## config.mk

```make
export PLATFORM = sky130hd
export DESIGN_NAME = usb_dfu_request_state_machine_core_flat
export DESIGN_NICKNAME = d
export VERILOG_FILES = /design/src/rtl/core/usbdfu_pkg.sv /design/src/rtl/core/usbdfu_in_if.sv /design/src/rtl/core/usbdfu_out_if.sv /design/src/rtl/core/usbdfu_in_stage.sv /design/src/rtl/core/usbdfu_fsm.sv /design/src/rtl/core/usbdfu_out_stage.sv /design/src/rtl/core/usb_dfu_request_state_machine_core.sv /design/src/flat_wrapper.sv
export VERILOG_INCLUDE_DIRS = /design/src /design/src/rtl/core
export SDC_FILE = /design/constraint.sdc
export NUM_CORES = 1
export LEC_CHECK = 0
export BUFFER_PORTS_ARGS = -buffer_cell sky130_fd_sc_hd__buf_2
export CAP_MARGIN = 10
export CORE_UTILIZATION = 50
export DETAILED_ROUTE_END_ITERATION = 10
export PLACE_DENSITY = 0.72
export SETUP_SLACK_MARGIN = 0.02
export SLEW_MARGIN = 20
export SYNTH_ARGS = -nofsm -noshare
export SYNTH_HDL_FRONTEND = slang
export SYNTH_HIERARCHICAL = 1
export SYNTH_SLANG_ARGS = --single-unit
```

## constraint.sdc

```tcl
create_clock -name clk -period 4.3 [get_ports clk]
set_input_delay 0.86 -clock clk [delete_from_list [all_inputs] [get_ports clk]]
set_output_delay 0.86 -clock clk [all_outputs]
set_load 0.02 [all_outputs]
```

## src/rtl/core/assert_macros.svh

```systemverilog
// ----------------------------------------------------------------------------
// assertion macros
// shared concurrent check forms, clocked on clk, reset rst_n
// ----------------------------------------------------------------------------
`ifndef ASSERT_MACROS_SVH
`define ASSERT_MACROS_SVH

// check that is held off while reset is low
`define ASSERT_CLK(name, prop, msg) \
  name: assert property (@(posedge clk) disable iff (!rst_n) (prop)) else $error(msg);

// check that must also hold through reset
`define ASSERT_ALWAYS(name, prop, msg) \
  name: assert property (@(posedge clk) (prop)) else $error(msg);

`endif

```

## src/rtl/core/usbdfu_pkg.sv

```systemverilog
// ----------------------------------------------------------------------------
// usbdfu_pkg
// types and codes shared by the firmware-upgrade request core
// ----------------------------------------------------------------------------
package usbdfu_pkg;

  // standard class states
  typedef enum logic [3:0] {
    S_APP_IDLE   = 4'd0,
    S_APP_DETACH = 4'd1,
    S_IDLE       = 4'd2,
    S_DN_SYNC    = 4'd3,
    S_DN_BUSY    = 4'd4,
    S_DN_IDLE    = 4'd5,
    S_MAN_SYNC   = 4'd6,
    S_MAN        = 4'd7,
    S_MAN_WAIT   = 4'd8,
    S_UP_IDLE    = 4'd9,
    S_ERROR      = 4'd10
  } dfu_state_t;

  typedef enum logic [1:0] {
    ST_OK      = 2'd0,
    ST_NOTDONE = 2'd1,
    ST_STALL   = 2'd2
  } status_t;

  // event kinds
  localparam logic OP_REQUEST   = 1'b0;
  localparam logic OP_BUS_RESET = 1'b1;

  // class request codes
  localparam logic [2:0] RQ_DETACH    = 3'd0;
  localparam logic [2:0] RQ_DNLOAD    = 3'd1;
  localparam logic [2:0] RQ_UPLOAD    = 3'd2;
  localparam logic [2:0] RQ_GETSTATUS = 3'd3;
  localparam logic [2:0] RQ_CLRSTATUS = 3'd4;
  localparam logic [2:0] RQ_GETSTATE  = 3'd5;
  localparam logic [2:0] RQ_ABORT     = 3'd6;

  // descriptor rewrite commands (attributes at bytes 0x10 and 0x19)
  localparam logic [1:0] DESC_NONE    = 2'd0;
  localparam logic [1:0] DESC_RUNTIME = 2'd1;
  localparam logic [1:0] DESC_DFU     = 2'd2;

  // poll timeout low byte
  localparam logic [7:0] POLL_BUSY  = 8'hFF;
  localparam logic [7:0] POLL_READY = 8'h00;

  typedef struct packed {
    logic        opcode;
    logic [2:0]  request;
    logic [15:0] request_length;
    logic        alt_setting;
    logic        copy_done;
  } req_t;

  typedef struct packed {
    logic [3:0] dfu_state;
    logic [1:0] dfu_status;
    logic       request_ok;
    logic [7:0] poll_timeout;
    logic       target_is_flash;
    logic       flash_unlock;
    logic       flash_lock;
    logic       commit_ram_block;
    logic       clear_image_length;
    logic [1:0] descriptor_write;
    logic       hard_reset;
  } rsp_t;

endpackage

```

## src/rtl/core/usbdfu_in_if.sv

```systemverilog
// ----------------------------------------------------------------------------
// usbdfu_in_if
// event channel: valid/ready handshake with one request or bus reset a beat
// ----------------------------------------------------------------------------
interface usbdfu_in_if;
  logic        valid;
  logic        ready;
  logic        opcode;
  logic [2:0]  request;
  logic [15:0] request_length;
  logic        alt_setting;
  logic        copy_done;

  modport source (
    output valid, opcode, request, request_length, alt_setting, copy_done,
    input  ready
  );
  modport sink (
    input  valid, opcode, request, request_length, alt_setting, copy_done,
    output ready
  );
endinterface

```

## src/rtl/core/usbdfu_out_if.sv

```systemverilog
// ----------------------------------------------------------------------------
// usbdfu_out_if
// result channel: valid/ready handshake with one state report a beat
// ----------------------------------------------------------------------------
interface usbdfu_out_if;
  logic       valid;
  logic       ready;
  logic [3:0] dfu_state;
  logic [1:0] dfu_status;
  logic       request_ok;
  logic [7:0] poll_timeout;
  logic       target_is_flash;
  logic       flash_unlock;
  logic       flash_lock;
  logic       commit_ram_block;
  logic       clear_image_length;
  logic [1:0] descriptor_write;
  logic       hard_reset;

  modport source (
    output valid, dfu_state, dfu_status, request_ok, poll_timeout, target_is_flash,
           flash_unlock, flash_lock, commit_ram_block, clear_image_length,
           descriptor_write, hard_reset,
    input  ready
  );
  modport sink (
    input  valid, dfu_state, dfu_status, request_ok, poll_timeout, target_is_flash,
           flash_unlock, flash_lock, commit_ram_block, clear_image_length,
           descriptor_write, hard_reset,
    output ready
  );
endinterface

```

## src/rtl/core/usbdfu_in_stage.sv

```systemverilog
// ----------------------------------------------------------------------------
// usbdfu_in_stage
// input register holding one event beat until the decode takes it
// ----------------------------------------------------------------------------
module usbdfu_in_stage import usbdfu_pkg::*; (
  input  logic clk,
  input  logic rst_n,
  input  logic in_valid,
  output logic in_ready,
  input  req_t in_req,
  input  logic advance,
  output logic req_vld,
  output req_t req_q
);

  logic vld_r;
  logic vld_nxt;
  req_t req_r;

  assign in_ready = !vld_r || advance;
  assign vld_nxt  = in_valid || (vld_r && !advance);

  always_ff @(posedge clk) begin
    if (!rst_n) begin
      vld_r <= 1'b0;
    end else begin
      vld_r <= in_ready ? vld_nxt : vld_r;
    end
  end

  // payload register, loaded on every accepted beat
  always_ff @(posedge clk) begin
    if (in_valid && in_ready) begin
      req_r <= in_req;
    end
  end

  assign req_vld = vld_r;
  assign req_q   = req_r;

endmodule

```

## src/rtl/core/usbdfu_fsm.sv

```systemverilog
// ----------------------------------------------------------------------------
// usbdfu_fsm
// class state, sticky status, poll byte, target and copy flag with their decode
// ----------------------------------------------------------------------------
module usbdfu_fsm import usbdfu_pkg::*; (
  input  logic clk,
  input  logic rst_n,
  input  logic advance,
  input  req_t req,
  output rsp_t rsp
);

  dfu_state_t state_r, state_nxt;
  status_t    status_r, status_nxt;
  logic [7:0] poll_r, poll_nxt;
  logic       flash_r, flash_nxt;
  logic       copy_r, copy_nxt;

  logic       is_reset;
  logic       len_zero;

  assign is_reset = (req.opcode == OP_BUS_RESET);
  assign len_zero = (req.request_length == 16'd0);

  // next state
  always_comb begin
    state_nxt  = state_r;
    status_nxt = status_r;
    poll_nxt   = poll_r;
    flash_nxt  = flash_r;
    copy_nxt   = copy_r;
    if (is_reset) begin
      if (state_r == S_APP_DETACH) begin
        state_nxt  = S_IDLE;
        status_nxt = ST_OK;
      end else if (state_r != S_APP_IDLE && state_r != S_IDLE) begin
        state_nxt  = S_APP_IDLE;
        status_nxt = ST_OK;
      end
    end else begin
      unique case (state_r)
        S_APP_IDLE: begin
          if (req.request == RQ_DETACH) begin
            state_nxt = S_APP_DETACH;
          end else if (req.request != RQ_GETSTATUS && req.request != RQ_GETSTATE) begin
            status_nxt = ST_STALL;
          end
        end
        S_APP_DETACH: begin
          if (req.request != RQ_GETSTATUS && req.request != RQ_GETSTATE) begin
            state_nxt  = S_APP_IDLE;
            status_nxt = ST_STALL;
          end
        end
        S_IDLE: begin
          priority if (req.request == RQ_DNLOAD) begin
            if (!len_zero) begin
              state_nxt = S_DN_SYNC;
              flash_nxt = req.alt_setting;
            end else begin
              state_nxt  = S_ERROR;
              status_nxt = ST_NOTDONE;
            end
          end else if (req.request == RQ_UPLOAD) begin
            state_nxt = S_UP_IDLE;
          end else if (req.request == RQ_ABORT) begin
            status_nxt = ST_OK;
          end else if (req.request != RQ_GETSTATUS && req.request != RQ_GETSTATE) begin
            state_nxt  = S_ERROR;
            status_nxt = ST_STALL;
          end
        end
        S_DN_SYNC: begin
          if (req.request == RQ_GETSTATUS) begin
            if (flash_r) begin
              if (!copy_r) begin
                copy_nxt = 1'b1;
                poll_nxt = POLL_BUSY;
              end else if (req.copy_done) begin
                copy_nxt  = 1'b0;
                poll_nxt  = POLL_READY;
                state_nxt = S_DN_IDLE;
              end
            end else begin
              state_nxt = S_DN_IDLE;
            end
          end else if (req.request != RQ_GETSTATE) begin
            state_nxt  = S_ERROR;
            status_nxt = ST_STALL;
          end
        end
        S_DN_BUSY: begin
          state_nxt = S_DN_SYNC;
        end
        S_DN_IDLE: begin
          if (req.request == RQ_DNLOAD) begin
            state_nxt = len_zero ? S_MAN_SYNC : S_DN_SYNC;
          end else if (req.request == RQ_ABORT || req.request == RQ_GETSTATUS ||
                       req.request == RQ_GETSTATE) begin
            state_nxt = S_IDLE;
          end else begin
            state_nxt  = S_ERROR;
            status_nxt = ST_STALL;
          end
        end
        S_MAN_SYNC: begin
          if (req.request == RQ_GETSTATUS) begin
            state_nxt  = S_MAN_WAIT;
            status_nxt = ST_OK;
          end else if (req.request != RQ_GETSTATE) begin
            state_nxt  = S_ERROR;
            status_nxt = ST_STALL;
          end
        end
        S_MAN: begin
          state_nxt  = S_MAN_WAIT;
          status_nxt = ST_OK;
        end
        S_MAN_WAIT, S_UP_IDLE, S_ERROR: begin
          state_nxt = state_r;
        end
        default: begin
          state_nxt  = S_ERROR;
          status_nxt = ST_STALL;
        end
      endcase
    end
  end

  // result and command pulses
  always_comb begin
    rsp                    = '0;
    rsp.dfu_state          = state_nxt;
    rsp.dfu_status         = status_nxt;
    rsp.request_ok         = (status_nxt == ST_OK);
    rsp.poll_timeout       = poll_nxt;
    rsp.target_is_flash    = flash_nxt;
    if (is_reset) begin
      rsp.clear_image_length = 1'b1;
      if (state_r == S_APP_DETACH) begin
        rsp.descriptor_write = DESC_DFU;
      end else if (state_r != S_APP_IDLE && state_r != S_IDLE) begin
        rsp.descriptor_write = DESC_RUNTIME;
        rsp.hard_reset       = 1'b1;
      end
    end else begin
      if (state_r == S_IDLE && req.request == RQ_DNLOAD && !len_zero) begin
        rsp.clear_image_length = 1'b1;
        rsp.flash_unlock       = req.alt_setting;
      end
      if (state_r == S_DN_SYNC && req.request == RQ_GETSTATUS && !flash_r) begin
        rsp.commit_ram_block = 1'b1;
      end
      if (state_r == S_DN_IDLE && req.request == RQ_DNLOAD && len_zero) begin
        rsp.flash_lock = 1'b1;
      end
    end
  end

  always_ff @(posedge clk) begin
    if (!rst_n) begin
      state_r  <= S_APP_IDLE;
      status_r <= ST_OK;
      poll_r   <= POLL_READY;
      flash_r  <= 1'b0;
      copy_r   <= 1'b0;
    end else if (advance) begin
      state_r  <= state_nxt;
      status_r <= status_nxt;
      poll_r   <= poll_nxt;
      flash_r  <= flash_nxt;
      copy_r   <= copy_nxt;
    end
  end

endmodule

```

## src/rtl/core/usbdfu_out_stage.sv

```systemverilog
// ----------------------------------------------------------------------------
// usbdfu_out_stage
// result register holding one report beat until the sink takes it
// ----------------------------------------------------------------------------
module usbdfu_out_stage import usbdfu_pkg::*; (
  input  logic clk,
  input  logic rst_n,
  input  logic advance,
  input  rsp_t rsp,
  input  logic out_ready,
  output logic out_valid,
  output rsp_t rsp_q
);

  logic vld_r;
  rsp_t rsp_r;

  always_ff @(posedge clk) begin
    if (!rst_n) begin
      vld_r <= 1'b0;
    end else if (advance) begin
      vld_r <= 1'b1;
    end else if (out_ready) begin
      vld_r <= 1'b0;
    end
  end

  always_ff @(posedge clk) begin
    if (advance) begin
      rsp_r <= rsp;
    end
  end

  assign out_valid = vld_r;
  assign rsp_q     = rsp_r;

endmodule

```

## src/rtl/core/usb_dfu_request_state_machine_core.sv

```systemverilog
// ----------------------------------------------------------------------------
// usb_dfu_request_state_machine_core
// Device side of the firmware-upgrade class state machine. Each input beat is
// one event, a class request (code, wLength, alternate setting, copy-done
// flag) or a bus reset, and gives exactly one result beat with the new state,
// the sticky status, the poll timeout low byte, the RAM or flash target and
// single-beat commands for flash unlock and lock, RAM block commit, image
// length clear, descriptor attribute rewrite and chip hard reset. An event
// passes an input register and then a result register, with the state
// decode combinational between them; a new event is taken every cycle while
// the result side keeps up. The input side keeps taking beats while a result
// waits, until both registers are full.
// ----------------------------------------------------------------------------
`include "assert_macros.svh"

module usb_dfu_request_state_machine_core import usbdfu_pkg::*; (
  input  logic          clk,
  input  logic          rst_n,
  usbdfu_in_if.sink     in_ch,
  usbdfu_out_if.source  out_ch
);

  req_t in_req;
  req_t req_q;
  logic req_vld;
  logic advance;
  rsp_t rsp;
  rsp_t rsp_q;
  logic out_vld;

  // gather the event beat
  assign in_req.opcode         = in_ch.opcode;
  assign in_req.request        = in_ch.request;
  assign in_req.request_length = in_ch.request_length;
  assign in_req.alt_setting    = in_ch.alt_setting;
  assign in_req.copy_done      = in_ch.copy_done;

  // decode fires when an event is held and the result slot is free or emptying
  assign advance = req_vld && (!out_vld || out_ch.ready);

  usbdfu_in_stage u_in_stage (
    .clk      (clk),
    .rst_n    (rst_n),
    .in_valid (in_ch.valid),
    .in_ready (in_ch.ready),
    .in_req   (in_req),
    .advance  (advance),
    .req_vld  (req_vld),
    .req_q    (req_q)
  );

  // state registers and next-state decode
  usbdfu_fsm u_fsm (
    .clk     (clk),
    .rst_n   (rst_n),
    .advance (advance),
    .req     (req_q),
    .rsp     (rsp)
  );

  usbdfu_out_stage u_out_stage (
    .clk       (clk),
    .rst_n     (rst_n),
    .advance   (advance),
    .rsp       (rsp),
    .out_ready (out_ch.ready),
    .out_valid (out_vld),
    .rsp_q     (rsp_q)
  );

  // spread the result beat onto the channel
  assign out_ch.valid              = out_vld;
  assign out_ch.dfu_state          = rsp_q.dfu_state;
  assign out_ch.dfu_status         = rsp_q.dfu_status;
  assign out_ch.request_ok         = rsp_q.request_ok;
  assign out_ch.poll_timeout       = rsp_q.poll_timeout;
  assign out_ch.target_is_flash    = rsp_q.target_is_flash;
  assign out_ch.flash_unlock       = rsp_q.flash_unlock;
  assign out_ch.flash_lock         = rsp_q.flash_lock;
  assign out_ch.commit_ram_block   = rsp_q.commit_ram_block;
  assign out_ch.clear_image_length = rsp_q.clear_image_length;
  assign out_ch.descriptor_write   = rsp_q.descriptor_write;
  assign out_ch.hard_reset         = rsp_q.hard_reset;

  // a decoded bus reset always shows up next cycle with the image length clear
  `ASSERT_CLK(a_bus_reset_clears, advance && req_q.opcode == OP_BUS_RESET |=> out_vld && rsp_q.clear_image_length, "bus reset beat lost its clear command")

  // runtime descriptor rewrite only comes with a hard reset back to app idle
  `ASSERT_CLK(a_runtime_desc_reset, out_vld && rsp_q.descriptor_write == DESC_RUNTIME |-> rsp_q.hard_reset && rsp_q.dfu_state == S_APP_IDLE, "runtime descriptor without hard reset")

  // flash unlock implies the flash target
  `ASSERT_CLK(a_unlock_flash, out_vld && rsp_q.flash_unlock |-> rsp_q.target_is_flash, "flash unlock with ram target")

  // both registers full and result stalled: no beat may enter
  `ASSERT_ALWAYS(a_full_backpressure, req_vld && out_vld && !out_ch.ready |-> !in_ch.ready, "beat accepted with pipeline full")

endmodule

```

## src/flat_wrapper.sv

```systemverilog
// flat-port wrapper written by rule: the top's interface ports become plain ports
module usb_dfu_request_state_machine_core_flat import usbdfu_pkg::*;
  (clk, rst_n, in_ch_valid, in_ch_opcode, in_ch_request, in_ch_request_length, in_ch_alt_setting, in_ch_copy_done, in_ch_ready, out_ch_valid, out_ch_dfu_state, out_ch_dfu_status, out_ch_request_ok, out_ch_poll_timeout, out_ch_target_is_flash, out_ch_flash_unlock, out_ch_flash_lock, out_ch_commit_ram_block, out_ch_clear_image_length, out_ch_descriptor_write, out_ch_hard_reset, out_ch_ready);
  usbdfu_in_if in_ch_i ();
  usbdfu_out_if out_ch_i ();
  input  logic clk;
  input  logic rst_n;
  input wire logic [$bits(in_ch_i.valid)-1:0] in_ch_valid;
  input wire logic [$bits(in_ch_i.opcode)-1:0] in_ch_opcode;
  input wire logic [$bits(in_ch_i.request)-1:0] in_ch_request;
  input wire logic [$bits(in_ch_i.request_length)-1:0] in_ch_request_length;
  input wire logic [$bits(in_ch_i.alt_setting)-1:0] in_ch_alt_setting;
  input wire logic [$bits(in_ch_i.copy_done)-1:0] in_ch_copy_done;
  output wire logic [$bits(in_ch_i.ready)-1:0] in_ch_ready;
  output wire logic [$bits(out_ch_i.valid)-1:0] out_ch_valid;
  output wire logic [$bits(out_ch_i.dfu_state)-1:0] out_ch_dfu_state;
  output wire logic [$bits(out_ch_i.dfu_status)-1:0] out_ch_dfu_status;
  output wire logic [$bits(out_ch_i.request_ok)-1:0] out_ch_request_ok;
  output wire logic [$bits(out_ch_i.poll_timeout)-1:0] out_ch_poll_timeout;
  output wire logic [$bits(out_ch_i.target_is_flash)-1:0] out_ch_target_is_flash;
  output wire logic [$bits(out_ch_i.flash_unlock)-1:0] out_ch_flash_unlock;
  output wire logic [$bits(out_ch_i.flash_lock)-1:0] out_ch_flash_lock;
  output wire logic [$bits(out_ch_i.commit_ram_block)-1:0] out_ch_commit_ram_block;
  output wire logic [$bits(out_ch_i.clear_image_length)-1:0] out_ch_clear_image_length;
  output wire logic [$bits(out_ch_i.descriptor_write)-1:0] out_ch_descriptor_write;
  output wire logic [$bits(out_ch_i.hard_reset)-1:0] out_ch_hard_reset;
  input wire logic [$bits(out_ch_i.ready)-1:0] out_ch_ready;
  assign in_ch_i.valid = in_ch_valid;
  assign in_ch_i.opcode = in_ch_opcode;
  assign in_ch_i.request = in_ch_request;
  assign in_ch_i.request_length = in_ch_request_length;
  assign in_ch_i.alt_setting = in_ch_alt_setting;
  assign in_ch_i.copy_done = in_ch_copy_done;
  assign in_ch_ready = in_ch_i.ready;
  assign out_ch_valid = out_ch_i.valid;
  assign out_ch_dfu_state = out_ch_i.dfu_state;
  assign out_ch_dfu_status = out_ch_i.dfu_status;
  assign out_ch_request_ok = out_ch_i.request_ok;
  assign out_ch_poll_timeout = out_ch_i.poll_timeout;
  assign out_ch_target_is_flash = out_ch_i.target_is_flash;
  assign out_ch_flash_unlock = out_ch_i.flash_unlock;
  assign out_ch_flash_lock = out_ch_i.flash_lock;
  assign out_ch_commit_ram_block = out_ch_i.commit_ram_block;
  assign out_ch_clear_image_length = out_ch_i.clear_image_length;
  assign out_ch_descriptor_write = out_ch_i.descriptor_write;
  assign out_ch_hard_reset = out_ch_i.hard_reset;
  assign out_ch_i.ready = out_ch_ready;
  usb_dfu_request_state_machine_core u_core (.clk(clk), .rst_n(rst_n), .in_ch(in_ch_i), .out_ch(out_ch_i));
endmodule
```

# After elaboration in Yosys (flattened, before gate mapping)
# Cells that the tools add are included.
[op_classes]
n_mux = 54
n_div = 0
mul = 0
add_sub_neg = 0
reduce_logical = 32
order_cmp = 0
shifts = 0
bitwise = 2
n_eq_ne = 18
[ops]
columns = ["operator", "count"]
rows = [
  ["4-bit 2-to-1 mux", 18],
  ["8-bit 2-to-1 mux", 6],
  ["4-bit one-hot mux with 9 select lines", 1],
  ["2-bit 2-to-1 mux", 16],
  ["4-bit by 3-bit equality test with 1-bit output (second input constant)", 4],
  ["16-bit zero test", 1],
  ["2-bit one-hot mux with 8 select lines", 1],
  ["4-bit equality test (second input constant)", 3],
  ["1-bit logical AND", 11],
  ["1-bit 2-to-1 mux", 11],
  ["4-bit by 2-bit equality test with 1-bit output (second input constant)", 2],
  ["3-bit by 2-bit equality test with 1-bit output (second input constant)", 2],
  ["3-bit equality test (second input constant)", 2],
  ["1-bit zero test", 5],
  ["1-bit logical OR", 5],
  ["5-bit AND reduction", 1],
  ["4-bit by 1-bit equality test with 1-bit output (second input constant)", 1],
  ["4-bit zero test", 1],
  ["4-bit by 2-bit inequality test with 1-bit output (second input constant)", 1],
  ["4-bit nonzero test", 1],
  ["2-bit OR reduction", 2],
  ["4-bit OR reduction", 1],
  ["3-bit by 1-bit equality test with 1-bit output (second input constant)", 1],
  ["3-bit zero test", 1],
  ["7 further kinds", 8],
]
[totals]
romBits = 0
wordCells = 130
output_inout_bits = 25
ram_bits = 0
latch_bits = 0
mem_count = 0
register_bits = 63

# Depth between registers and ports, before layout
[depth]
word_depth = 9
mapped_depth = 7

# Cells and area by module
# Netlist, hierarchy kept.
[modules_own_cells]
columns = ["module", "cells_per_inst", "seq_area_each_um2", "area_per_inst_um2", "n_inst"]
rows = [
  ["usbdfu_fsm", 212, 320.3, 1572.8, 1],
  ["usbdfu_out_stage", 26, 710.7, 732.0, 1],
  ["usbdfu_in_stage", 27, 680.7, 718.2, 1],
  ["usb_dfu_request_state_machine_core", 2, 0.0, 11.3, 1],
]

# Least setup slack after synthesis
# Ideal clock, no wire load.
[synth_timing]
path_kind = "input -> output"
from = "in out_ch_ready"
to = "out in_ch_ready"
path_stages = 3
arrival_ns = 2.651
path_buffers = 0
slack_ns = 0.789
required_ns = 3.440
cell_sequence = "inv_1 a21boi_1 nand2b_4"
[synth_via]
elab_chain_len = 3
[synth_rtl]
columns = ["item", "line", "text"]
rows = [
  ["from (decl)", "flat_wrapper.sv:27", "input wire logic [$bits(out_ch_i.ready)-1:0] out_ch_ready;"],
  ["1-bit logical OR", "usb_dfu_request_state_machine_core.sv:39", "assign advance = req_vld && (!out_vld || out_ch.ready);"],
  ["1-bit logical AND", "usb_dfu_request_state_machine_core.sv:39", ""],
  ["via u_core.advance", "usb_dfu_request_state_machine_core.sv:26", "logic advance;"],
  ["1-bit logical OR", "usbdfu_in_stage.sv:20", "assign in_ready = !vld_r || advance;"],
  ["to (decl)", "flat_wrapper.sv:14", "output wire logic [$bits(in_ch_i.ready)-1:0] in_ch_ready;"],
]
# The timed path passes the listed nets, and every way through them passes these cells.

# Worst setup path in the final report
# Ends and elaborated chain as after synthesis.

==> results.json <==
{
  "status": "completed",
  "cts_buffers": 9,
  "cts_tree": "done",
  "drt_iter0_drc": 195,
  "cap_violations": 0,
  "worstReg2RegStart": "u_core/u_in_stage/req_q[19]$_DFFE_PP_",
  "crit_required_ps": 3440,
  "critical_path.max_stage_delay_ps": 380,
  "syn_area_um2": 3030,
  "cp-endpoint": "in_ch_ready",
  "io_pins": 51,
  "power_density_nw_per_um2": 381,
  "clock_latency_ps": 330,
  "layout.nets": 334,
  "syn_nets": 293,
  "utilization_pct": 58.9,
  "syn_inst": 267,
  "htree_levels": 3,
  "end_kind": "primary output",
  "crit_top_cell": "buf_2",
  "cp_cell_sequence": "buf_2, inv_1, a21boi_4, buf_4, nand2b_4, buf_2",
  "cts.sinks": 63,
  "critPathBufInv": 4,
  "seq_area_frac_synth_pct": 56.4,
  "drive_above_1_share_pct": 25.6,
  "die_x_um": 79.9,
  "cp_max_fo": 38,
  "post-cts-setup-buffer-count": 0,
  "initial_utilization_pct": 51.6,
  "syn2layout_area_growth_pct": 14.3,
  "clkSlewWorstSetupHoldPaths_ps": 60,
  "worst-endpoint-arrival_ps": 1940,
  "finClkSkew_ps": 9.30,
  "power.leakage_nw": 1.31,
  "crit_family": "buffers and inverters",
  "diodes": 0,
  "critical_path_depth": 6,
  "drv_slew": 0,
  "multi_input_area_um2": 1170,
  "critPathKind": "in -> out",
  "cts-root-buf": "clkbuf_8",
  "regArea_um2": 1710,
  "portBuffers": 50,
  "cts_resized": 0,
  "r2r_end": "u_core/u_out_stage/rsp_q[22]$_DFFE_PP_",
  "worstSetupStartpoint": "out_ch_ready",
  "period_minus_slack_ps": 2800,
  "drc": 0,
  "slowest_stage": "buf_4",
  "grt_pass1_wl_um": 8950,
  "vias": 2186,
  "synth_async_sr_flop_share_pct": 0,
  "fp.dieH_um": 79.9,
  "irDropWorstVdd_uv": 226,
  "worstHoldPathType": "reg -> reg",
  "cts_buffer_depth": 2,
  "worstHoldStart": "u_core/u_fsm/poll_r[3]$_SDFFE_PN0P_",
  "overflow": 0,
  "max_freq_ghz": 0.357,
  "synth-seq-cells": 63,
  "tns_ps": 0,
  "grt_pass1_vias": 1922,
  "slew_headroom_pct": 47.0,
  "tightest_slew_ps": 794,
  "hold_buffers": 0,
  "dp_hpwl_um": 3770,
  "coreArea_um2": 5890,
  "grt_max_degree": 39,
  "final_common_cell": "buf_2",
  "drt-total-wl_um": 5580,
  "die-area_um2": 6380,
  "rsz0062_at_grt": "no",
  "antenna_found_initial": 0,
  "finalHoldViolCount": 0,
  "regToRegSetupSlack_ps": 1900,
  "synth_warnings": 6,
  "holdWs_ps": 457,
  "ant_nets": 0,
  "ys.flop_type": "edfxtp_1",
  "track_usage_pct": 18.9,
  "rows": 28,
  "layout_worst_path_cycle_share_pct": 65.2,
  "viasPerCell": 5.63,
  "synth.avg_cell_area_um2": 11.4,
  "startpoint_type": "input port",
  "place_congestion": 0.871,
  "ys_types": 68,
  "layout_common_cells": "buf_2, edfxtp_1, nand2_1",
  "reg2regPathDepth": 5,
  "setup_violations": 0,
  "wire_per_inst_um": 14.4,
  "first_pass_iters": 4,
  "n_fill_cell": 516,
  "synth-edff-count": 45
}
==> Yosys cell counts, types with 2 or more instances <==
master,count,area [um2]
edfxtp_1,45,1350
nand2_1,35,131
dfxtp_1,18,360
a21oi_1,16,80.1
inv_1,9,33.8
buf_2,8,40.0
nor2_1,8,30.0
and2_1,7,43.8
clkbuf_1,7,26.3
nand2b_1,7,43.8
nand3_1,6,30.0
o21ai_0,6,30.0
nand3b_1,5,37.5
nor3_1,5,25.0
nor4_1,5,31.3
buf_6,4,45.0
nor2b_1,4,25.0
a311oi_1,3,26.3
and3_1,3,18.8
nand4_1,3,18.8
o21a_1,3,22.5
o31ai_1,3,22.5
a21boi_0,2,15.0
a21o_1,2,15.0
a32o_1,2,20.0
and4_1,2,17.5
buf_4,2,15.0
nand4bb_1,2,22.5
nor3b_1,2,15.0
nor4b_2,2,30.0
o21ai_1,2,10.0
o22ai_1,2,12.5
xor2_1,2,17.5
==> state kept, by name, summed over array words and instances (netlist names) <==
signal	flops
u_core/u_out_stage/rsp_q	23
u_core/u_in_stage/req_q	22
u_core/u_fsm/poll_r	8
u_core/u_fsm/copy_r	1
u_core/u_fsm/state_r	4
u_core/u_fsm/flash_r	1
u_core/u_in_stage/req_vld	1
u_core/u_fsm/status_r	2
u_core/u_out_stage/out_valid	1
==> per-stage QoR <==
stage	setup WS [ps]	instance area, um2	total power, mW	instances
6_report	1500	3470	1.32	388
5_1_grt	1400	3470	1.38	388
4_1_cts	1480	3470	1.34	388
3_5_place_dp	1490	3270	0.845	372
3_3_place_gp	1510	3270	0.841	372
2_1_floorplan	789	3030	0.807	267
==> worst min-delay path by stage <==
stage / end / slack, ps / cells after the start
floorplan: u_core/u_fsm/poll_r[2]$_SDFFE_PN0P_ / 430 / 2
global placement: u_core/u_fsm/poll_r[3]$_SDFFE_PN0P_ / 440 / 2
detailed placement: u_core/u_fsm/poll_r[3]$_SDFFE_PN0P_ / 450 / 2
CTS: u_core/u_fsm/poll_r[3]$_SDFFE_PN0P_ / 460 / 2
global route: u_core/u_fsm/poll_r[5]$_SDFFE_PN0P_ / 480 / 2
finish: u_core/u_fsm/poll_r[3]$_SDFFE_PN0P_ / 460 / 2
==> worst register-to-register path: stages (launching register included) <==
cell       delay, ps
edfxtp_1         810
nand3b_1         250
and2_1           250
o221a_1          250
a2111oi_2        490
nor2_1            80
==> cell type report <==
type	count	area share, %
clock inverters	6	1.73
well taps	75	2.71
clock buffers	10	3.97
repair buffers	51	7.43
inverters	9	0.974
multi-input cells	174	33.8
flip-flops and latches	63	49.4
==> per-layer routing <==
layer | routed length [um] | up-vias | global-route usage, % | part of all wire (%)
met5 | 0 | - | 0 | 0
met4 | 57 | 0 | 8.57 | 1.0
met3 | 349 | 6 | 4.91 | 6.3
met2 | 2680 | 83 | 29.7 | 48
met1 | 2490 | 1022 | 24.3 | 45
li1 | - | 1075 | - | -
==> cell families after synthesis <==
family                     after synthesis  synth area share, %
and+or+nand+nor                        104                 20.3
AOI/OAI and AO/OA                       64                 15.5
DFF                                     63                 56.4
buffers and inverters                   30                 5.28
xor gates and xnor gates                 4                 1.77
muxes                                    1                0.371
adders and majority gates                1                0.330
==> power breakdown <==
part / switching, mW / leakage [nW] / internal, mW
sequential: 0.0280 / 0.580 / 0.684
clock: 0.211 / 0.0997 / 0.280
combinational: 0.0703 / 0.632 / 0.0498
Power figures use the tool's default switching activity.
